`src/sv/sbs_pkg.sv`:
```
`timescale 1ns / 1ps
// Shared types and constants for the smoothed background subtract block.
// No dependencies.
package sbs_pkg;

  localparam int CHAN_W     = 8;
  localparam int RGB_W      = 3 * CHAN_W;
  localparam int LINE_W     = 2 * RGB_W;   // two stored rows per column
  localparam int ROW_W      = 10;
  localparam int CFG_W      = 11;
  localparam int CFG_IDX_W  = 2;
  localparam int MAX_HEIGHT = 1024;

  localparam int RESET_WIDTH  = 640;
  localparam int RESET_HEIGHT = 480;

  localparam logic [CFG_IDX_W-1:0] CFG_FRAME_WIDTH  = CFG_IDX_W'(0);
  localparam logic [CFG_IDX_W-1:0] CFG_FRAME_HEIGHT = CFG_IDX_W'(1);

  typedef logic [CHAN_W-1:0] chan_t;
  typedef logic [RGB_W-1:0]  rgb_t;     // red in the top byte
  typedef logic [2:0][CHAN_W-1:0] chans_t;   // [0] red, [1] green, [2] blue
  typedef logic [2:0][RGB_W-1:0]  column_t;  // [0] top, [1] middle, [2] bottom
  typedef column_t [2:0] window_t;            // [0] left, [1] centre, [2] right

  typedef struct packed {
    logic             valid;
    logic             done;
    logic [ROW_W-1:0] row;
  } ctl_t;

  typedef struct packed {
    chan_t            red;
    chan_t            green;
    chan_t            blue;
    logic [ROW_W-1:0] row;
    logic [ROW_W-1:0] col;
    logic             done;
  } out_item_t;

endpackage

```
`src/sv/sbs_out_queue.sv`:
```
`timescale 1ns / 1ps
// Small register FIFO holding finished result items for the output channel.
// Depends on sbs_pkg.
module sbs_out_queue import sbs_pkg::*; #(
  parameter int DEPTH = 8
) (
  input  logic      clk,
  input  logic      rst,
  input  logic      push,
  input  out_item_t push_data,
  input  logic      pop,
  output out_item_t head,
  output logic      not_empty
);

  localparam int PTR_W = $clog2(DEPTH);
  localparam int CNT_W = $clog2(DEPTH + 1);

  out_item_t        slots [DEPTH];
  logic [PTR_W-1:0] wr_ptr, rd_ptr;
  logic [CNT_W-1:0] count;
  logic             full, do_pop;

  assign full      = count == CNT_W'(DEPTH);
  assign not_empty = count != '0;
  assign do_pop    = pop && not_empty;
  assign head      = slots[rd_ptr];

  always_ff @(posedge clk) begin
    if (rst) begin
      wr_ptr <= '0;
      rd_ptr <= '0;
      count  <= '0;
    end else begin
      if (push) begin
        wr_ptr <= (wr_ptr == PTR_W'(DEPTH - 1)) ? '0 : wr_ptr + PTR_W'(1);
      end
      if (do_pop) begin
        rd_ptr <= (rd_ptr == PTR_W'(DEPTH - 1)) ? '0 : rd_ptr + PTR_W'(1);
      end
      count <= count + CNT_W'(push) - CNT_W'(do_pop);
    end
  end

  always_ff @(posedge clk) begin
    if (push) begin
      slots[wr_ptr] <= push_data;
    end
  end

`ifndef SYNTHESIS
  a_no_overflow: assert property (@(posedge clk) disable iff (rst)
    push && full |-> do_pop)
    else $error("result queue written while full");
  a_count_moves: assert property (@(posedge clk) disable iff (rst)
    push && !do_pop |=> count == $past(count) + CNT_W'(1))
    else $error("result queue count lost a write");
`endif

endmodule

```
`config.mk`:
```
export PLATFORM = sky130hd
export DESIGN_NAME = sbs_out_queue
export DESIGN_NICKNAME = d
export VERILOG_FILES = /design/src/sv/sbs_pkg.sv /design/src/sv/sbs_out_queue.sv
export SDC_FILE = /design/constraint.sdc
export NUM_CORES = 1
export LEC_CHECK = 0
export ABC_CLOCK_PERIOD_IN_PS = 6050
export BUFFER_PORTS_ARGS = -buffer_cell sky130_fd_sc_hd__buf_2
export CORE_AREA = 2 2 159 161
export CTS_CLUSTER_SIZE = 20
export DETAILED_ROUTE_END_ITERATION = 10
export DIE_AREA = 0 0 161 163
export MAX_ROUTING_LAYER = met4
export PLACE_DENSITY = 0.78
export SYNTH_ARGS = -nofsm -noshare
export SYNTH_HDL_FRONTEND = slang
export SYNTH_SLANG_ARGS = --single-unit
```
`constraint.sdc`:
```
create_clock -name clk -period 6.05 [get_ports clk]
set_input_delay 1.21 -clock clk [delete_from_list [all_inputs] [get_ports clk]]
set_output_delay 1.21 -clock clk [all_outputs]
set_load 0.01 [all_outputs]
```
# Yosys cells after proc, flatten, opt, wreduce, memory -nomap -nowiden
# Memory sizes are Yosys's and may differ from the RTL's. A register that Yosys moved wholly into a read port is not among the register bits.
# Cells that the tools add are included.
[word_totals]
reg_bits = 10
ram_bits = 360
in_bits = 49
wordCells = 18
n_memories = 1
[op_classes]
add_sub_neg = 4
n_eq_ne = 2
n_mux = 6
reduce_logical = 2
[mem_list]
columns = ["memory", "words", "width", "rd", "rd_clocked_by_memory_dff", "write_ports", "line", "text"]
rows = [
  ["slots", 8, 45, 1, 1, 1, "sbs_out_queue.sv:19", "out_item_t slots [DEPTH];"],
]
[op_table]
columns = ["operator", "n"]
rows = [
  ["$mux W3", 4],
  ["$add A3 B1 Y3 const B", 2],
  ["$eq A3 B3 Y1 const B", 2],
  ["$add A4 B1 Y4", 1],
  ["$reduce_bool A4 Y1", 1],
  ["$sub A4 B1 Y4", 1],
  ["$mux W1", 2],
  ["$logic_and A1 B1 Y1", 1],
]

# Depth between registers and ports, before layout
# Gate-level depths: netlist of run 1.
[depth]
word_depth = 4
ltp_mapped = 10
ltp_nobuf = 10

# Worst setup path after synthesis of run 1
# Ideal clock, no wire load.
[synth_timing]
kind = "input to register"
startpoint = "input push"
endpoint = "memory slots[0][0] in the netlist's numbering (enable)"
t_arrival_ps = 4381
setup_slack_ps = 1165
cell_stages = 2
n_path_buf = 0
cell_sequence = "nand2b_1 -> nor3_1"
[synth_between]
elab_chain_cells = 2
[synth_lines]
columns = ["element", "line", "text"]
rows = [
  ["start, declared", "sbs_out_queue.sv:9", "input logic push,"],
  ["$mux W1", "sbs_out_queue.sv:46", "if (push) begin"],
  ["$mux W1 (implied by the code)", "sbs_out_queue.sv:47", "slots[wr_ptr] <= push_data;"],
  ["end, declared", "sbs_out_queue.sv:19", ""],
]
# Every way passes these cells.

==> summary.md, run 1 <==
| Metric | Value |
|---|---|
| Slowest CP cell | dfxtp_4 |
| Sequential fraction of the synthesis area | 76.3% |
| Relative slew slack | approximately a fifth |
| Detail Placement HPWL | 13900 microns |
| Global-route wire length before repair | slightly below 40000 microns |
| Setup slack after layout | 1.91 ns |
| Nets@finish | 771 |
| Number of remaining DRC errors | 0 |
| Yosys warns | 0 |
| Port Buffers | 94 |
| Synthesized area | roughly 0.015 sq mm |
| Mapped Cells | just under 600 |
| CTS Sinks | 373 |
| FMAX | 241 MHz |
| Avg Synthesized Cell Area | between 20 and 25 sq um |
| RePlAce Congestion | 0.722 |
| Number of H-tree levels | 2 |
| Aggregate global-route resource usage | 21.2% |
| CTS tree | yes |
| Main synth FF type | edfxtp_1 |
| XOR/XNOR Fraction of Synth Area | 0.0604% |
| Final hold vios | 0 |
| Filler Cell Count | 1554 |
| FP Rows | 58 |
| Register area | 0.0111 sq mm |
| Die X | 161 microns |
| Via count | 6405 |
| Most frequent cells in the layout | edfxtp_1, buf_2, mux4_1 |
| Starting Density | 58.8% |
| Cts bufs inserted | 37 |
| Adder-cell share of the synthesized area | 0.828% |
| Synthesized net count | 653 |
| Critical path capture point type | primary output |
| Worst Clk Skew | approximately 0.011 ns |
| Clk buf depth | 3 |
| P per Cell Area | 351 mW/mm^2 |
| Core region area | 0.0247 sq mm |
| Die Area | 0.0262 sq mm |
| Worst Tran Pin Value | roughly 1.2 ns |
| Post-synthesis compound-gate area fraction | 0.509% |
| Final Max Tran Viols | 0 |
| Commonest non-fill, non-tap cell in the layout | edfxtp_1 |
| Crit path kind | flop to primary output |
| Layout area overhead | 14.0% |
| Unrepaired setup endpoints after global routing | no |
| Resized Gates After CTS | 0 |
| Maxcap violations | 0 |
| HP Class | flop to flop |
| Final Cell Area | roughly 0.017 sq mm |
| Area of the multi-input gates | 0.00330 sq mm |
| EDFF count, synth | between 300 and 400 |
| Placed Area | 0.0154 sq mm |
| Post-CTS setup buffers | 0 |
| Final Cycle Share | between 60% and 70% |
| Outcome | finished clean |
| Largest net degree at the start of global routing | approximately 90 |
| Setup TNS Final | 0 ns |
| DRT Pass-1 Iters | 6 |
| Req. time, crit path | slightly below 5 ns |
| Utilization after layout | 67.0% |
| CTS hold repair buffers | 0 |
| CP peak stage delay | slightly below 0.8 ns |
| Post-synthesis cell type count | 26 |
| Simple-gate area share of the yosys netlist | 1.03% |
| Worst path arrival time | 2.93 ns |
| Root Buffer | clkbuf_16 |
| Die height | 163 microns |
| Worst-path fanout max | 39 |
| Number of global-route vias before repair | 6790 |
| GRT overflow | 0 |
| Wire per inst | 24.7 microns |
| Layout cells sized above 1 | 29.0% |
| WHS | 0.544 ns |
| VDD IR max | ~0.31 mV |
| Antenna viol nets, final | 0 |
| Initial antenna violation count | 4 |
| Final wirelength | approximately 27000 microns |
| Setup violations, final | 0 |
| Main combinational cell family by area after synthesis | multiplexers |
| Routed vias/inst | 5.96 |
| Worst skew pair latency | 0.53 ns |
| Leak Pwr | between 0.005 and 0.006 uW |
| Minimum clock period | approximately 4.1 ns |
| Crit-path cells | buf_4, mux4_1, mux2_2, buf_2 |
| Asr flop ratio synth | 0% |
| Synthesized flop and latch total | roughly 370 |
| Clk pin slew, worst setup/hold paths | 0.06 ns |
| CP startpoint kind | flop |
| Initial DRC count | 416 |
| Pre-CTS setup slack | 2.42 ns |
| IO Count | 95 |
| Mux contribution to synthesized area | 19.9% |
## cells in the mapped netlist (all sizes together), types with 3 or more instances
master	number	area share, %
edfxtp	360	74
mux4	90	16
mux2	45	3.5
buf	18	0.98
dfxtp	13	1.8
nor2	11	0.28
a21oi	9	0.31
clkbuf	8	0.22
ha	8	0.69
inv	6	0.16
nand2b	5	0.22
o21ai	4	0.14
nand3	3	0.10
## per-stage QoR
stage                     std cells  power, uW
after detailed placement       1004       3700
final                          1075       5810
after floorplan                 595       3470
after CTS                      1071       5870
after global routing           1075       6010
after global placement         1004       3670
## sequential cells by signal, summed over array words and instances, names as in the netlist, named ones only
signal	cells
slots	360
rd_ptr	3
wr_ptr	3
count	4
## path summary, 6_finish.rpt
check                 start       end  slack (ns)  depth (start not counted)
hold / removal    rd_ptr[2]      flop        0.54                          2
hold reg to reg   rd_ptr[2]      flop        0.54                          2
setup reg to reg   count[2]  count[2]        3.64                         10
setup / recovery       flop  head[27]        1.91                          4
## worst max-delay path: cells and delay by family (launching register included)
kind	cells	cell delay [ns]
muxes	2	0.94
DFF	1	0.78
buffers and inverters	2	0.67
## per-layer routing
layer | vias up | share of wire [%] | global-route usage, % | wire length (microns)
met5 | - | 0 | - | 0
met4 | 0 | 1.7 | 5.60 | 447
met3 | 38 | 5.5 | 4.56 | 1470
met2 | 168 | 53 | 36.4 | 14000
met1 | 3357 | 40 | 26.0 | 10700
li1 | 2842 | - | - | -
## where the power goes
| group | switching [uW] | internal, uW | leakage (uW) |
|---|---|---|---|
| sequential | 46.3 | 2910 | 0.00338 |
| clock | 928 | 1250 | 0.000561 |
| combinational | 343 | 343 | 0.00152 |
| total | 1320 | 4500 | 0.00546 |
## cell type report
cell class | instances | share of cell area (%)
diodes | 4 | 0.0605
clock buffers | 44 | 5.89
clock inverters | 23 | 1.16
inverters | 6 | 0.136
multi-input cells | 190 | 19.9
flip-flops and latches | 373 | 67.0
well taps | 330 | 2.50
repair buffers | 105 | 3.34
## logic make-up after synthesis
| group | count (synthesis) |
|---|---|
| buffers and inverters | 32 |
| and+or+nand+nor | 29 |
| muxes | 137 |
| AOI/OAI and AO/OA | 14 |
| xor gates and xnor gates | 1 |
| adders and majority gates | 9 |
| DFF | 373 |
No activity file was read; power rests on OpenSTA's default activity.
==> run 2, diff against run 1 <==
ABC_AREA = 1   (was default)
ABC_CLOCK_PERIOD_IN_PS = 4200   (was 6050)
CORE_AREA = 2 2 173 175   (was 2 2 159 161)
DIE_AREA = 0 0 175 177   (was 0 0 161 163)
PLACE_DENSITY = 0.79   (was 0.78)
clock period = 4.2 ns   (was 6.05 ns; I/O delays follow)
==> summary.md, run 2 <==
| Metric | Value |
|---|---|
| Mapped Cells | 1648 (+180%) |
| Clk buf depth | 3 (unchanged) |
| Antenna viol nets, final | 0 (unchanged) |
| Worst path depth | 7 (+3) |
| Starting Density | 60.2% (+1.4 points) |
| Worst path arrival time | 2.68 ns (-0.25 ns) |
| Synthesized flop and latch total | 373 (unchanged) |
| IO Count | 95 (unchanged) |
| Final Cycle Share | 83.8% |
| Root Buffer | clkbuf_16 |
| Worst Clk Skew | 0.00991 ns (-0.00110 ns) |
| Most frequent cells in the layout | nand2_1, inv_1, edfxtp_1 |
| Die height | 177 microns (+8.6%) |
| Largest net degree at the start of global routing | 181 (+99%) |
| Cts bufs inserted | 40 (+8.1%) |
| CTS hold repair buffers | 0 (unchanged) |
| Initial antenna violation count | 4 (unchanged) |
| Hold Path Stages | 2 (unchanged) |
| Port Buffers | 94 (unchanged) |
| Buf/Inv on CP | 3 (+1) |
| Clk pin slew, worst setup/hold paths | 0.06 ns (about the same) |
| Synthesized net count | 1706 (+160%) |
| Setup violations, final | 0 (unchanged) |
| Setup TNS Final | 0 ns (unchanged) |
| Relative slew slack | 23.9% (+3.4 points) |
| GRT overflow | 0 (unchanged) |
| Most frequent cell after synthesis | nand2_1 |
| Final Max Tran Viols | 0 (unchanged) |
| Worst Tran Pin Value | 1.14 ns (-0.0520 ns) |
| Layout cells sized above 1 | 20.7% (-8.3 points) |
| Synthesized area | 0.0176 sq mm (+21%) |
| Dpl cells | 2084 (+110%) |
| R2r startpoint | wr_ptr[0] |
| Worst skew pair latency | 0.53 ns (about the same) |
| Synth area leaders | edfxtp_1, nand2_1, inv_1, nand2_4, nand3_2 |
| Post-synthesis cell type count | 23 (-12%) |
| P per Cell Area | 531 mW/mm^2 (+51%) |
| Crit path kind | flop to primary output |
| Global-route wire length before repair | 56100 microns (+41%) |
| Top Registers | slots x360, count x4 |
| Critical path's most frequent cell | nand2_1 |
| DRT Pass-1 Iters | 5 (-1) |
| Sequential fraction of the synthesis area | 62.9% (-13 points) |
| Dominant cell type by area after synthesis | edfxtp_1 |
| Aggregate global-route resource usage | 24.0% (+2.8 points) |
| FMAX | 284 MHz |
| RePlAce Congestion | 0.764 (+5.9%) |
| Post-route insts no fill | 2161 (+100%) |
| Asr flop ratio synth | 0% (unchanged) |
| Synth top area share | 61.4% (-13 points) |
| Req. time, crit path | 3.36 ns (-1.48 ns) |
| CP startpoint kind | flop |
| Minimum clock period | 3.52 ns |
| VDD IR max | 0.412 mV (+31%) |
| CTS tree | yes |
| Critical path capture point type | primary output |
| Post-CTS setup buffers | 0 (unchanged) |
| Final hold vios | 0 (unchanged) |
| Initial DRC count | 987 (+140%) |
| Synth cell count leaders | nand2_1, inv_1, edfxtp_1 |
| FP Rows | 63 (+8.6%) |
| Top delay family on crit path | buffers and inverters |
| Unrepaired setup endpoints after global routing | no |
| Routed vias/inst | 5.07 (-15%) |
| Register area | 0.0111 sq mm (unchanged) |
| Worst-path fanout max | 46 (+18%) |
| Core region area | 0.0292 sq mm (+19%) |
| Yosys warns | 0 (unchanged) |
| Filler Cell Count | 2080 (+34%) |
| Via count | 10949 (+71%) |
| Die Area | 0.0310 sq mm (+18%) |
| Outcome | finished clean |
| Number of global-route vias before repair | 10838 (+60%) |
| Biggest register | slots |
| Layout area overhead | 11.0% |
| Slowest CP cell | inv_4 |
| HP Start | wr_ptr[0] |
| Max FFs per register | 360 (unchanged) |
| Commonest non-fill, non-tap cell in the layout | nand2_1 |
| Crit-path cells | inv_4, buf_4, nand3_1, nand2_1, nand2_1, nand2_1, buf_2 |
| Number of remaining DRC errors | 0 (unchanged) |
| Hold Crit Endpoint | wr_ptr[0] |
| Nets@finish | 1794 (+130%) |
| Reg2reg end | slots[4][27] |
| Maxcap violations | 0 (unchanged) |
| HP Class | flop to flop |
| EDFF count, synth | 360 (unchanged) |
| Detail Placement HPWL | 19400 microns (+39%) |
| Resized Gates After CTS | 0 (unchanged) |
| Wire per inst | 16.4 microns (-34%) |
| Number of H-tree levels | 2 (unchanged) |
| Die X | 175 microns (+8.7%) |
| CTS Sinks | 373 (unchanged) |
| Final wirelength | 35500 microns (+34%) |
| Leak Pwr | 0.00904 uW (+66%) |
| Area of the multi-input gates | 0.00464 sq mm (+41%) |
| Main synth FF type | edfxtp_1 |
| R2R depth | 4 (-6) |
| Avg Synthesized Cell Area | 10.7 sq um (-56%) |
| WHS | 0.500 ns (-0.0439 ns) |
| CP peak stage delay | 0.57 ns (-0.21 ns) |
| R2R setup slack | 2.09 ns (-1.55 ns) |
-- run 2: cell count changes in the layout (fill, tap and decap cells not counted), sizes merged, moves of 3 or more --
cell	previous run	this run
mux2	45	0
nand2b	5	0
a21oi	9	6
mux4	90	0
nor2	11	22
inv	7	380
clkbuf	44	49
nand3	3	184
buf	105	113
nand2	2	604
-- run 2: cell type report --
cell class              count  area share (%)
repair buffers            113            3.27
flip-flops and latches    373            56.7
diodes                      4          0.0513
well taps                 390            2.50
inverters                 378            7.34
multi-input cells         830            23.8
clock inverters            24           0.942
clock buffers              49            5.41
-- run 2: how the worst max path moves through the flow --
stage | to | slack [ns]
final | head[38] | 0.68
after global routing | head[36] | 0.54
after CTS | head[36] | 0.67
after detailed placement | head[36] | 1.24
after global placement | head[38] | 1.25
after floorplan | slots[1][0] | 0.90
-- run 2: where the power goes --
group | internal (uW) | leakage, uW | switching (uW)
logic | 890 | 0.00505 | 1840
registers | 4210 | 0.00338 | 94.2
clock network | 1920 | 0.000609 | 1410
total | 7030 | 0.00904 | 3340
-- run 2: routing by layer --
metal | vias up | track usage [%] | wire length [microns]
met5 | - | - | 0
met4 | 0 | 7.43 | 871
met3 | 73 | 4.10 | 2410
met2 | 351 | 40.0 | 17500
met1 | 5222 | 30.3 | 14700
li1 | 5303 | - | -
-- run 2: per-stage QoR --
| step | utilization (%) | total power, uW | instance area, sq um | worst slack, ns |
|---|---|---|---|---|
| floorplan | - | 6420 | 17600 | 0.899 |
| global placement | 62.5 | 7040 | 18300 | 1.25 |
| detailed placement | 62.5 | 7120 | 18300 | 1.24 |
| CTS | 66.7 | 10400 | 19500 | 0.675 |
| global route | 66.8 | 10900 | 19500 | 0.536 |
| finish | 66.8 | 10400 | 19500 | 0.681 |
-- run 2: worst min-delay path: stages, from the launching register on --
cell,delay [ns]
dfxtp_1,0.33
inv_1,0.07
a21oi_1,0.06
-- run 2: cells by family after synthesis --
group           synth area share [%]
xor+xnor                      0.0498
flops                           62.9
compound gates                 0.228
buf+inv                         11.1
fa+ha+maj                      0.683
simple gates                    25.1
