<file path="config.mk">
export PLATFORM = sky130hd
export DESIGN_NAME = sbs_smooth
export DESIGN_NICKNAME = d
export VERILOG_FILES = /design/src/sv/sbs_pkg.sv /design/src/sv/sbs_smooth.sv
export SDC_FILE = /design/constraint.sdc
export NUM_CORES = 1
export LEC_CHECK = 0
export BUFFER_PORTS_ARGS = -buffer_cell sky130_fd_sc_hd__buf_2
export CAP_MARGIN = 20
export CORE_MARGIN = 1.5
export CORE_UTILIZATION = 30
export CTS_CLUSTER_SIZE = 10
export DETAILED_ROUTE_END_ITERATION = 16
export GPL_ROUTABILITY_DRIVEN = 0
export PLACE_DENSITY_LB_ADDON = 0.3
export SETUP_SLACK_MARGIN = 0.3
export SYNTH_ARGS = -nofsm -noshare
export SYNTH_HDL_FRONTEND = slang
export SYNTH_SLANG_ARGS = --single-unit
</file>
<file path="constraint.sdc">
create_clock -name clk -period 5.4 [get_ports clk]
set_input_delay 0.81 -clock clk [delete_from_list [all_inputs] [get_ports clk]]
set_output_delay 0.81 -clock clk [all_outputs]
set_load 0.01 [all_outputs]
</file>
<file path="src/sv/sbs_pkg.sv">
`timescale 1ns / 1ps
// Shared types and constants for the smoothed background subtract block.
// No dependencies.
package sbs_pkg;

  localparam int CHAN_W     = 8;
  localparam int RGB_W      = 3 * CHAN_W;
  localparam int LINE_W     = 2 * RGB_W;   // two stored rows per column
  localparam int ROW_W      = 10;
  localparam int CFG_W      = 11;
  localparam int CFG_IDX_W  = 2;
  localparam int MAX_HEIGHT = 1024;

  localparam int RESET_WIDTH  = 640;
  localparam int RESET_HEIGHT = 480;

  localparam logic [CFG_IDX_W-1:0] CFG_FRAME_WIDTH  = CFG_IDX_W'(0);
  localparam logic [CFG_IDX_W-1:0] CFG_FRAME_HEIGHT = CFG_IDX_W'(1);

  typedef logic [CHAN_W-1:0] chan_t;
  typedef logic [RGB_W-1:0]  rgb_t;     // red in the top byte
  typedef logic [2:0][CHAN_W-1:0] chans_t;   // [0] red, [1] green, [2] blue
  typedef logic [2:0][RGB_W-1:0]  column_t;  // [0] top, [1] middle, [2] bottom
  typedef column_t [2:0] window_t;            // [0] left, [1] centre, [2] right

  typedef struct packed {
    logic             valid;
    logic             done;
    logic [ROW_W-1:0] row;
  } ctl_t;

  typedef struct packed {
    chan_t            red;
    chan_t            green;
    chan_t            blue;
    logic [ROW_W-1:0] row;
    logic [ROW_W-1:0] col;
    logic             done;
  } out_item_t;

endpackage

</file>
<file path="src/sv/sbs_smooth.sv">
`timescale 1ns / 1ps
// 3x3 weighted smoothing of one RGB window, divide by constant, three stages.
// Depends on sbs_pkg.
module sbs_smooth import sbs_pkg::*; #(
  parameter int CENTER_WEIGHT = 20
) (
  input  logic    clk,
  input  window_t win,
  input  logic    raw,
  output chans_t  smoothed
);

  localparam int DIV    = CENTER_WEIGHT + 12;
  localparam int SUM_W  = $clog2(255 * DIV + 1);
  localparam int K      = SUM_W;
  localparam int RECIP  = (1 << K) / DIV;
  localparam int PROD_W = SUM_W + K;

  logic [SUM_W-1:0]  sum_n [3];
  logic [SUM_W-1:0]  sum_a [3];
  logic [SUM_W-1:0]  sum_b [3];
  logic [PROD_W-1:0] prod_b [3];
  chan_t             ctr_a [3];
  chan_t             ctr_b [3];
  logic              raw_a, raw_b;
  chan_t             q0 [3];
  chan_t             quot [3];
  logic [SUM_W-1:0]  rem [3];

  function automatic logic [SUM_W-1:0] px(rgb_t p, int k);
    return SUM_W'(p[(2 - k) * CHAN_W +: CHAN_W]);
  endfunction

  always_comb begin
    for (int k = 0; k < 3; k++) begin
      sum_n[k] = px(win[0][0], k) + (px(win[1][0], k) << 1) + px(win[2][0], k)
               + (px(win[0][1], k) << 1)
               + SUM_W'(CENTER_WEIGHT) * px(win[1][1], k)
               + (px(win[2][1], k) << 1)
               + px(win[0][2], k) + (px(win[1][2], k) << 1) + px(win[2][2], k);
    end
  end

  // reciprocal estimate is at most one short; one compare fixes it
  always_comb begin
    for (int k = 0; k < 3; k++) begin
      q0[k]   = prod_b[k][K +: CHAN_W];
      rem[k]  = sum_b[k] - SUM_W'(q0[k]) * SUM_W'(DIV);
      quot[k] = q0[k] + CHAN_W'(rem[k] >= SUM_W'(DIV));
    end
  end

  always_ff @(posedge clk) begin
    raw_a <= raw;
    raw_b <= raw_a;
    for (int k = 0; k < 3; k++) begin
      sum_a[k]    <= sum_n[k];
      ctr_a[k]    <= win[1][1][(2 - k) * CHAN_W +: CHAN_W];
      sum_b[k]    <= sum_a[k];
      prod_b[k]   <= PROD_W'(sum_a[k]) * PROD_W'(RECIP);
      ctr_b[k]    <= ctr_a[k];
      smoothed[k] <= raw_b ? ctr_b[k] : quot[k];
    end
  end

endmodule

</file>
Word-level counts from Yosys, hierarchy flattened. Memory sizes are Yosys's and may differ from the RTL's. Cells that the tools add are included.

Register bits: 26. Memory bits (writable): 165. Bits of input ports: 218. Word-level logic and storage cells: 49. Memories: 5.

$add $sub $neg: 30. Multiply operators: 3. $lt $le $gt $ge: 3. Mux-type cells: 3.

Memories: prod_b (words 3, bits a word 13, rd ports 3, clocked after Yosys merged registers in 0, write ports 3, line sbs_smooth.sv:22) `logic [PROD_W-1:0] prod_b [3];`; sum_a (words 3, bits a word 13, rd ports 3, clocked after Yosys merged registers in 0, write ports 3, line sbs_smooth.sv:20) `logic [SUM_W-1:0] sum_a [3];`; sum_b (words 3, bits a word 13, rd ports 3, clocked after Yosys merged registers in 0, write ports 3, line sbs_smooth.sv:21) `logic [SUM_W-1:0] sum_b [3];`; ctr_a (words 3, bits a word 8, rd ports 3, clocked after Yosys merged registers in 0, write ports 3, line sbs_smooth.sv:23) `chan_t ctr_a [3];`; ctr_b (words 3, bits a word 8, rd ports 3, clocked after Yosys merged registers in 0, write ports 3, line sbs_smooth.sv:24) `chan_t ctr_b [3];`.

Operators with widths (number): $add A13 B8 Y13 (6); $add A13 B9 Y13 (6); $add A12 B13 Y13 (3); $ge A13 B6 Y1 const B (3); $sub A13 B13 Y13 (3); $add A11 B9 Y12 (3); $add A10 B8 Y11 (3); $mul A3 B8 Y11 const A (3); $add A8 B9 Y10 (3); $add A8 B1 Y8 (3); $mux W8 (3).

Longest topological paths before layout. Gate-level depths: netlist (run 1).

Depth in word-level cells: 8. Mapped depth: 20. Mapped depth without buffers: 20.

Least setup slack after synthesis (run 1). No wires, ideal clock.

Kind: input -> register. Start point: input port win[105] in the netlist's numbering. End point: memory sum_a[0][25] in the netlist's numbering. Arrival time: 5.173 ns. Setup slack: 0.095 ns. Stages on the path: 16. Path buffers: 0. Cells stage by stage: ha_1 > ha_1 > fa_1 > xor2_1 > fa_1 > fa_1 > fa_1 > inv_1 > fa_1 > inv_1 > ha_1 > or3_1 > o211ai_1 > o21ai_0 > a21oi_1 > xor3_1.

RTL lines: start, declared (line sbs_smooth.sv:8) `input window_t win,`; end, declared (line sbs_smooth.sv:20).

==> insert_results.sql, run 1 <==
INSERT INTO impl_metrics (metric_group, metric, value, unit) VALUES
('sta', 'timing.final.max_slew_violations', '0', ''),
('logic_synthesis', 'synth_edf_count', '0', ''),
('cells_and_area', 'synthToLayoutAreaGrowth', '28.59', '%'),
('cells_and_area', 'final_core_utilization', '39.00', '%'),
('sta', 'hold_viol', '0', ''),
('detailed_routing', 'drc_errors', '0', ''),
('logic_synthesis', 'ys_dominant_reg_cell', 'dfxtp_1', ''),
('pwr', 'pleak', '6.114', 'nW'),
('clock_network', 'clock_buffer_depth', '2', ''),
('worst_setup_path', 'timing.critical_path.fanout_max', '2', ''),
('clock_network', 'cts.sink_count', '122', ''),
('floorplanning', 'top_level_ports', '242', ''),
('worst_setup_path', 'worst_setup_path_start_kind', 'primary input', ''),
('detailed_routing', 'detail_route.wl_per_cell', '11.38', 'µm'),
('logic_synthesis', 'post-synth-top-area-fraction', '34.92', '%'),
('logic_synthesis', 'postSynthNetCount', '1279', ''),
('sta', 'tightestPinTransition', '0.5052', 'ns'),
('cells_and_area', 'drive_gt1_share', '30.22', '%'),
('clock_network', 'tritoncts', 'done', ''),
('clock_network', 'clock_pin_slew_reported_for_the_worst_setup_and_hold_paths_after_clock_tree_synthesis', '0.05', 'ns'),
('clock_network', 'clock_tree.root_cell', 'clkbuf_16', ''),
('placement', 'io_buffer_count', '241', ''),
('detailed_routing', 'ant_nets', '0', ''),
('worst_setup_path', 'regToRegSetupSlack', '4.23', 'ns'),
('logic_synthesis', 'synth_area', '8942', 'µm²'),
('sta', 'rsz0062_at_grt', 'yes', ''),
('sta', 'fmax', '200.2', 'MHz'),
('detailed_routing', 'first_pass_iters', '4', ''),
('floorplanning', 'floorplan.core_area', '29480', 'µm²'),
('sta', 'clock_skew', '0.005347', 'ns'),
('run_status', 'outcome', 'finished, final reports clean', ''),
('detailed_routing', 'detailroute.via_count', '5921', ''),
('grt', 'initial_antenna_violation_count', '2', ''),
('detailed_routing', 'vias_per_cell', '3.937', ''),
('pwr', 'clock_power_share', '18.0', '%'),
('clock_network', 'cts_hold_repair.buffers', '0', ''),
('min_path', 'hold-path-endpoint', 'prod_b[0][33]', ''),
('grt', 'gr-total-overflow', '0', ''),
('pwr', 'worst_ir_drop_vdd', '347.2', 'µV'),
('logic_synthesis', 'synth.top_cells.by_area', 'fa_1 (35%), dfxtp_1 (27%), ha_1 (12%), inv_1 (12%), mux2_2 (3.0%)', ''),
('clock_network', 'later_pin_clock_latency_in_the_skew_report', '0.40', 'ns'),
('floorplanning', 'die_y', '175.7', 'µm'),
('pwr', 'internal-power', '0.003884', 'W'),
('sta', 'final_min_period_over_clock_period', '92.50', '%'),
('logic_synthesis', 'synthDominantAreaCellType', 'fa_1', ''),
('floorplanning', 'initial_core_util', '30.33', '%'),
('logic_synthesis', 'ys_warn_count', '0', ''),
('job', 'maxCapViolations', '0', ''),
('placement', 'place.detailed.hpwl', '15160', 'µm'),
('sta', 'setup_viol', '0', ''),
('pwr', 'proportion_of_total_power_due_to_net_switching', '38.48', '%'),
('clock_network', 'cts-buffers-inserted', '17', ''),
('grt', 'grt_first_pass_wirelength', '28530', 'µm'),
('logic_synthesis', 'synthArstFlopShare', '0', '%'),
('detailed_routing', 'route.final.wire_length', '17110', 'µm'),
('pwr', 'sequentialPowerShare', '20.6', '%'),
('cells_and_area', 'fillerInstances', '2961', ''),
('worst_setup_path', 'worst-r2r-cell-count', '2', ''),
('logic_synthesis', 'synth_cell_types', '39', ''),
('pwr', 'power.density_cell_area', '549.1', 'nW/µm²'),
('floorplanning', 'floorplan.rows', '63', ''),
('sta', 'shortest_clock_period_the_worst_path_allows_after_layout', '4.995', 'ns'),
('floorplanning', 'die-area', '30850', 'µm²'),
('cells_and_area', 'finalInstanceArea', '11500', 'µm²'),
('cells_and_area', 'layout.nets', '1557', ''),
('worst_setup_path', 'critPathArrivalTime', '5.27', 'ns'),
('sta', 'worst_slew_margin_rel', '66.32', '%'),
('clock_network', 'cts.htree.levels', '4', ''),
('pwr', 'combPwrFrac', '61.4', '%'),
('worst_setup_path', 'r2r_end', 'smoothed[15]', ''),
('placement', 'placed_cell_area', '10790', 'µm²');
through the flow:
step                      setup TNS (ns)  std cells  hold WS, ns  power (W)  setup slack (ns)
final                                  0       1504       0.3234   0.006314            0.4051
after global routing                   0       1504       0.3276   0.007064            0.1756
after CTS                              0       1501       0.3245   0.006369            0.3085
after detailed placement         -0.3443       1469       0.3121   0.005167           -0.1535
after global placement          -0.08543       1469       0.3096   0.005126          -0.08543
after floorplan                        0        821       0.3096   0.004140            0.2618
worst max-delay path: stages:
cell and delay (ns):
buf_2 0.12, ha_4 0.24, ha_4 0.17, fa_2 0.36, xor2_2 0.20, fa_1 0.50
fa_1 0.43, fa_1 0.50, inv_1 0.06, fa_1 0.52, inv_1 0.04, ha_2 0.17
or3_4 0.38, o211ai_1 0.26, o21ai_1 0.13, a21oi_1 0.16, xor3_1 0.23
layout by cell type (no fill, tap or decap), types with 5 or more instances in the layout:
cell type,n
a21oi_1,14
fa_1,154
a21o_1,5
xor2_1,10
buf_2,241
buf_4,21
ha_4,5
nand2_1,8
nor2_1,22
xnor2_1,20
o21a_1,7
o21ai_0,8
mux2_2,24
ha_1,76
inv_1,280
nand3_1,5
dfxtp_1,122
nor3_1,6
clkbuf_16,17
logic make-up after synthesis:
kind of cell,share of synthesized area [%]
buf+inv,11.88
flops,27.31
xor+xnor,3.302
simple gates,3.274
mux,3.134
compound gates,4.421
fa+ha+maj,46.68
repair_timing:
item | in CTS | in global routing
buffers inserted | 0 | 1
gates resized for setup | 1 | 14
pin swaps | 0 | 3
gates cloned | 0 | 0
setup endpoints to repair | 1 | 7
final cells by class:
cell class,instances,area [µm²],area share [%]
Antenna cell,2,5.005,0.04353
Timing Repair Buffer,262,1364,11.86
Clock buffer,21,460.4,4.004
Clock inverter,11,143.9,1.251
Inverter,280,1051,9.140
Sequential cell,122,2442,21.24
Multi-Input combinational cell,416,5544,48.22
Tap cell,390,488.0,4.244
cell usage after synthesis (7+ instances only):
cell / count
fa_1: 156
o21ai_0: 10
xor2_1: 11
xnor2_1: 20
nand2_1: 8
mux2_2: 24
o21a_1: 7
inv_1: 280
dfxtp_1: 122
a21oi_1: 16
ha_1: 84
nor2_1: 22
power groups by stage:
stage | combinational [W] | clock [W] | sequential (W)
after floorplan | 0.00281 | 0 | 0.00133
after global placement | 0.00381 | 0 | 0.00132
after detailed placement | 0.00385 | 0 | 0.00132
after CTS | 0.00389 | 0.00118 | 0.00131
after global routing | 0.00452 | 0.00122 | 0.00133
final | 0.00388 | 0.00114 | 0.00130
per-layer routing:
metal	part of all wire, %	track usage (%)	up-vias
met5	0	0	-
met4	1.4	4.024	0
met3	4.0	2.403	11
met2	53	21.31	106
met1	42	14.24	2831
li1	-	-	2973
flip-flops by register name (all words and copies together), names as in the netlist:
register and flops:
ctr_a 24, smoothed 24, raw_a 1, raw_b 1, sum_a 24, prod_b 24, ctr_b 24
worst max-delay path by stage:
| stage | from | end | cells after the start |
|---|---|---|---|
| 2_1_floorplan | win[105] | sum_a[0][25] | 16 |
| 3_3_place_gp | win[105] | sum_a[0][25] | 17 |
| 3_5_place_dp | win[105] | sum_a[0][25] | 17 |
| 4_1_cts | win[105] | sum_a[0][25] | 17 |
| 5_1_grt | win[98] | sum_a[0][38] | 19 |
| 6_report | win[105] | sum_a[0][25] | 17 |
Note: power is estimated with default switching activity, not from simulation.
==> run 2, diff against run 1 <==
CORE_ASPECT_RATIO = 1.75   (was default)
CORE_UTILIZATION = 40   (was 30)
==> insert_results.sql, run 2 (same netlist as run 1, synthesis figures left out) <==
INSERT INTO impl_metrics (metric_group, metric, value, unit) VALUES
('sta', 'setup_viol', '0', ''),
('sta', 'clock_skew', '0.005191', 'ns'),
('min_path', 'hold_path_class', 'reg2reg', ''),
('min_path', 'hold-path-endpoint', 'prod_b[0][32]', ''),
('placement', 'place.detailed.hpwl', '14930', 'µm'),
('sta', 'timing.final.max_slew_violations', '0', ''),
('clock_network', 'cts.sink_count', '122', ''),
('sta', 'hold_viol', '0', ''),
('pwr', 'sequentialPowerShare', '20.5', '%'),
('clock_network', 'clock_buffer_depth', '2', ''),
('placement', 'place_worst_setup_slack', '-0.1540', 'ns'),
('worst_setup_path', 'critPathArrivalTime', '5.29', 'ns'),
('sta', 'tightestPinTransition', '0.4898', 'ns'),
('sta', 'setup_slack', '0.3959', 'ns'),
('floorplanning', 'initial_core_util', '40.68', '%'),
('worst_setup_path', 'cp_common_cell', 'fa_1', ''),
('cells_and_area', 'fillerInstances', '2091', ''),
('grt', 'track_usage', '15.39', '%'),
('worst_setup_path', 'worst_path_required', '5.68', 'ns'),
('clock_network', 'cts.htree.levels', '4', ''),
('detailed_routing', 'detail_route.wl_per_cell', '12.11', 'µm'),
('cells_and_area', 'seq_area', '2442', 'µm²'),
('cells_and_area', 'insertedDiodeCount', '0', ''),
('sta', 'fmax', '199.8', 'MHz'),
('detailed_routing', 'detailroute.via_count', '6057', ''),
('worst_setup_path', 'cp_slowest_cell', 'fa_1', ''),
('clock_network', 'cts_hold_repair.buffers', '0', ''),
('pwr', 'combPwrFrac', '62.3', '%'),
('cells_and_area', 'multiInputGateArea', '5605', 'µm²'),
('clock_network', 'clock_pin_slew_reported_for_the_worst_setup_and_hold_paths_after_clock_tree_synthesis', '0.05', 'ns'),
('floorplanning', 'floorplan.core_area', '21980', 'µm²'),
('pwr', 'power.density_cell_area', '558.4', 'nW/µm²'),
('detailed_routing', 'route.final.wire_length', '16930', 'µm'),
('worst_setup_path', 'critical_path.reg2reg.startpoint', 'raw_b', ''),
('pwr', 'pleak', '6.076', 'nW'),
('cells_and_area', 'layout_commonest_cell', 'inv_1', ''),
('sta', 'setup_tns', '0', 'ns'),
('worst_setup_path', 'crit_path_cell_trace', 'buf_2, ha_1, fa_2, xor2_2, fa_1, fa_1, fa_1, inv_2, fa_1, inv_1, ha_2, or3_4, o211ai_1, o21ai_2, a21oi_1, xor3_1', ''),
('floorplanning', 'floorplan.rows', '72', ''),
('min_path', 'timing.hold.worst_path_depth', '0', ''),
('sta', 'final_min_period_over_clock_period', '92.67', '%'),
('pwr', 'internal-power', '0.003832', 'W'),
('worst_setup_path', 'r2r_end', 'smoothed[16]', ''),
('worst_setup_path', 'worst-r2r-cell-count', '2', ''),
('floorplanning', 'die_y', '200.8', 'µm'),
('job', 'maxCapViolations', '0', ''),
('placement', 'io_buffer_count', '241', ''),
('sta', 'worst_slew_margin_rel', '67.35', '%'),
('worst_setup_path', 'regToRegSetupSlack', '4.26', 'ns'),
('grt', 'first_global_vias', '6544', ''),
('pwr', 'clock_power_share', '17.2', '%'),
('pwr', 'total_switching_power', '0.002507', 'W'),
('detailed_routing', 'ant_nets', '0', ''),
('clock_network', 'later_pin_clock_latency_in_the_skew_report', '0.41', 'ns'),
('worst_setup_path', 'path_class', 'in2reg', ''),
('sta', 'shortest_clock_period_the_worst_path_allows_after_layout', '5.004', 'ns'),
('worst_setup_path', 'worst_setup_path_start_kind', 'primary input', ''),
('floorplanning', 'chipWidth', '116.0', 'µm'),
('worst_setup_path', 'max_stage_delay', '0.52', 'ns'),
('cells_and_area', 'synthToLayoutAreaGrowth', '26.93', '%'),
('detailed_routing', 'vias_per_cell', '4.333', ''),
('detailed_routing', 'detailedRoute.firstIterationViolations', '101', ''),
('min_path', 'hold_start', 'sum_a[0][32]', ''),
('worst_setup_path', 'crit_path_end_kind', 'flop', ''),
('detailed_routing', 'drc_errors', '0', ''),
('pwr', 'worst_ir_drop_vdd', '445.3', 'µV'),
('floorplanning', 'top_level_ports', '242', ''),
('cells_and_area', 'final_core_utilization', '51.64', '%'),
('detailed_routing', 'first_pass_iters', '4', ''),
('grt', 'initial_antenna_violation_count', '0', ''),
('cells_and_area', 'mostFrequentLayoutCells', 'inv_1 (279), buf_2 (241), fa_1 (153), dfxtp_1 (122), ha_1 (74)', ''),
('grt', 'grt_first_pass_wirelength', '27550', 'µm'),
('cells_and_area', 'drive_gt1_share', '30.49', '%'),
('sta', 'rsz0062_at_grt', 'yes', ''),
('pwr', 'proportion_of_total_power_due_to_net_switching', '39.55', '%'),
('worst_setup_path', 'timing.critical_path.fanout_max', '3', ''),
('floorplanning', 'die-area', '23300', 'µm²'),
('run_status', 'outcome', 'finished, final reports clean', ''),
('clock_network', 'cts-buffers-inserted', '17', ''),
('worst_setup_path', 'cp.buffers_inverters', '3', ''),
('pwr', 'overall_power_of_the_completed_layout', '0.006338', 'W'),
('cells_and_area', 'layout.nets', '1548', ''),
('worst_setup_path', 'kind_of_cell_adding_the_most_delay_to_the_critical_path', 'adder cells', ''),
('clock_network', 'tritoncts', 'done', ''),
('clock_network', 'clock_tree.root_cell', 'clkbuf_16', ''),
('grt', 'grt_start_max_net_pins', '25', ''),
('grt', 'gr-total-overflow', '0', '');
==> run 2: cell types whose count changed in the layout (fill, tap and decap cells not counted), sizes merged <==
cell and delta:
clkinv +4, inv +1, diode -2, clkbuf -3, bufinv -1, buf -9, clkinvlp -2
==> run 2: how the worst max path moves through the flow <==
| stage | cells past startpoint | to | start |
|---|---|---|---|
| global route | 16 | sum_a[0][25] | win[106] |
| detailed placement | 17 | sum_a[0][25] | win[105] |
| global placement | 17 | sum_a[0][25] | win[107] |
| CTS | 17 | sum_a[0][25] | win[105] |
| floorplan | 16 | sum_a[0][25] | win[105] |
| finish | 16 | sum_a[0][25] | win[106] |
==> run 2: layout make-up <==
type                            count  area share [%]
Inverter                          280           9.259
Clock inverter                     13           1.290
Timing Repair Buffer              253           11.42
Clock buffer                       18           3.869
Tap cell                          296           3.263
Multi-Input combinational cell    416           49.38
Sequential cell                   122           21.52
==> run 2: power by group through the flow <==
| stage | combinational, W | sequential (W) | clock, W |
|---|---|---|---|
| 2_1_floorplan | 0.00281 | 0.00133 | 0 |
| 3_3_place_gp | 0.00364 | 0.00131 | 0 |
| 3_5_place_dp | 0.00371 | 0.00132 | 0 |
| 4_1_cts | 0.00374 | 0.00130 | 0.00112 |
| 5_1_grt | 0.00457 | 0.00132 | 0.00116 |
| 6_report | 0.00395 | 0.00130 | 0.00109 |
==> run 2: routing by layer <==
layer	GRT usage, %	vias to the layer above	part of all wire, %
li1	-	2946	-
met1	13.48	2968	32
met2	31.83	120	62
met3	3.200	23	3.1
met4	6.098	0	3.1
met5	0	-	0
==> run 2: what timing repair did <==
item                       4_1_cts  5_1_grt
pin swaps                        1        9
setup endpoints to repair        1        6
setup buffers                    0        1
resized for setup                1       22
cloned                           0        0
==> run 2: metrics by stage <==
step	std cells	area (µm²)	hold WS, ns
2_1_floorplan	821	8960	0.3096
3_3_place_gp	1366	10610	0.3098
3_5_place_dp	1366	10610	0.3121
4_1_cts	1397	11200	0.3227
5_1_grt	1398	11350	0.3297
6_report	1398	11350	0.3223
==> run 3, diff against run 2 <==
PLACE_DENSITY = 0.77   (was default)
PLACE_DENSITY_LB_ADDON = default   (was 0.3)
RECOVER_POWER = 25   (was default)
==> insert_results.sql, run 3 (same netlist as run 1, synthesis figures left out) <==
INSERT INTO impl_metrics (metric_group, metric, value, unit) VALUES
('clock_network', 'clock_buffer_depth', '2', ''),
('clock_network', 'cts_hold_repair.buffers', '0', ''),
('floorplanning', 'die_y', '200.8', 'µm'),
('detailed_routing', 'detailroute.wirelength.met3', '672', 'µm'),
('grt', 'grt_start_max_net_pins', '25', ''),
('cells_and_area', 'finalInstanceArea', '11280', 'µm²'),
('sta', 'setup_viol', '0', ''),
('detailed_routing', 'ant_nets', '0', ''),
('detailed_routing', 'first_pass_iters', '4', ''),
('placement', 'place.detailed.hpwl', '15690', 'µm'),
('grt', 'grt_first_pass_wirelength', '28590', 'µm'),
('detailed_routing', 'routed-wl-met2', '10790', 'µm'),
('pwr', 'pleak', '6.069', 'nW'),
('sta', 'final_min_period_over_clock_period', '92.50', '%'),
('cells_and_area', 'final_cell_count_no_fill', '1399', ''),
('pwr', 'worst_ir_drop_vdd', '417.7', 'µV'),
('sta', 'hold_viol', '0', ''),
('job', 'maxCapViolations', '0', ''),
('placement', 'io_buffer_count', '241', ''),
('clock_network', 'cts.sink_count', '122', ''),
('worst_setup_path', 'path_class', 'in2reg', ''),
('cells_and_area', 'synthToLayoutAreaGrowth', '26.15', '%'),
('sta', 'clock_skew', '0.006517', 'ns'),
('clock_network', 'later_pin_clock_latency_in_the_skew_report', '0.41', 'ns'),
('worst_setup_path', 'worst_path_required', '5.73', 'ns'),
('placement', 'dp_cells', '1366', ''),
('worst_setup_path', 'worst_setup_path_start_kind', 'primary input', ''),
('worst_setup_path', 'timing.critical_path.fanout_max', '4', ''),
('detailed_routing', 'route.final.wire_length', '17840', 'µm'),
('worst_setup_path', 'critPathArrivalTime', '5.33', 'ns'),
('worst_setup_path', 'crit_path_end_kind', 'flop', ''),
('clock_network', 'clock_tree.root_cell', 'clkbuf_16', ''),
('floorplanning', 'top_level_ports', '242', ''),
('detailed_routing', 'detailroute.via_count', '6169', ''),
('worst_setup_path', 'critical_path.reg2reg.startpoint', 'raw_b', ''),
('floorplanning', 'initial_core_util', '40.68', '%'),
('floorplanning', 'floorplan.rows', '72', ''),
('pwr', 'overall_power_of_the_completed_layout', '0.006282', 'W'),
('cells_and_area', 'drive_gt1_share', '29.56', '%'),
('placement', 'placed_cell_area', '10610', 'µm²'),
('detailed_routing', 'detail_route.wl_per_cell', '12.75', 'µm'),
('pwr', 'power.density_cell_area', '556.9', 'nW/µm²'),
('run_status', 'outcome', 'finished, final reports clean', ''),
('cells_and_area', 'mostFrequentLayoutCells', 'inv_1 (280), buf_2 (241), fa_1 (153), dfxtp_1 (122), ha_1 (79)', ''),
('clock_network', 'cts-buffers-inserted', '17', ''),
('placement', 'place_worst_setup_slack', '-0.08266', 'ns'),
('min_path', 'hold_start', 'sum_a[0][8]', ''),
('sta', 'setup_slack', '0.4049', 'ns'),
('min_path', 'hold_path_class', 'reg2reg', ''),
('cells_and_area', 'final_core_utilization', '51.32', '%'),
('grt', 'gr-total-overflow', '0', ''),
('floorplanning', 'die-area', '23300', 'µm²'),
('detailed_routing', 'vias_per_cell', '4.410', ''),
('sta', 'rsz0062_at_grt', 'yes', ''),
('floorplanning', 'chipWidth', '116.0', 'µm'),
('clock_network', 'tritoncts', 'done', ''),
('detailed_routing', 'top_layer', 'met4', ''),
('floorplanning', 'floorplan.core_area', '21980', 'µm²'),
('cells_and_area', 'insertedDiodeCount', '0', ''),
('detailed_routing', 'wl_met1', '5673', 'µm'),
('detailed_routing', 'drc_errors', '0', ''),
('sta', 'worst_slew_margin_rel', '73.50', '%'),
('sta', 'tightestPinTransition', '0.3976', 'ns'),
('sta', 'timing.final.max_slew_violations', '0', ''),
('cells_and_area', 'layout.nets', '1548', ''),
('cells_and_area', 'layout_commonest_cell', 'inv_1', ''),
('grt', 'first_global_vias', '6833', ''),
('detailed_routing', 'detailedRoute.firstIterationViolations', '175', ''),
('worst_setup_path', 'cp-startpoint', 'win[99]', ''),
('sta', 'shortest_clock_period_the_worst_path_allows_after_layout', '4.995', 'ns'),
('grt', 'track_usage', '16.03', '%'),
('clock_network', 'clock_pin_slew_reported_for_the_worst_setup_and_hold_paths_after_clock_tree_synthesis', '0.05', 'ns'),
('grt', 'initial_antenna_violation_count', '0', ''),
('clock_network', 'cts.htree.levels', '4', ''),
('sta', 'fmax', '200.2', 'MHz');
==> run 3: timing repair <==
item	CTS	global route
buffers inserted	0	1
hold endpoints to repair	0	0
gates resized for setup	0	15
setup endpoints to repair	0	6
==> run 3: metal layers <==
layer / vias up / GRT usage (%)
met5: - / 0
met2: 158 / 32.46
li1: 2944 / -
met1: 3024 / 13.72
met3: 43 / 3.502
met4: 0 / 8.275
==> run 3: critical path, cell delays in order <==
cell     delay, ns
buf_2         0.13
ha_1          0.28
ha_1          0.24
fa_2          0.38
xor2_2        0.19
fa_1          0.54
fa_1          0.44
fa_1          0.48
inv_1         0.05
fa_1          0.53
inv_1         0.06
ha_4          0.26
nand3_2       0.09
o21ai_0       0.11
o31a_1        0.32
o21a_1        0.20
nor2_2        0.09
xnor2_1       0.11
==> run 3: layout make-up <==
type,count,area (µm²)
Timing Repair Buffer,253,1296
Inverter,280,1051
Sequential cell,122,2442
Fill cell,2002,10700
Clock buffer,20,436.7
Tap cell,296,370.4
Clock inverter,12,125.1
Multi-Input combinational cell,416,5559
==> run 3: final timing paths <==
path | end | slack [ns] | depth (start not counted)
setup / recovery | sum_a[0][38] | 0.40 | 18
hold / removal | prod_b[0][8] | 0.32 | 0
setup reg to reg | smoothed[1] | 4.23 | 2
hold reg to reg | prod_b[0][8] | 0.32 | 0
==> run 3: report_power, final <==
part,switching (W),internal [W]
Sequential,0.0000636,0.00124
Combinational,0.00206,0.00186
Clock,0.000392,0.000675
Total,0.00251,0.00377
==> run 3: stage by stage <==
stage / hold WS, ns / TNS (ns)
floorplan: 0.3096 / 0
global placement: 0.3097 / -0.04259
detailed placement: 0.3121 / -0.1596
CTS: 0.3214 / 0
global route: 0.3281 / 0
finish: 0.3219 / 0
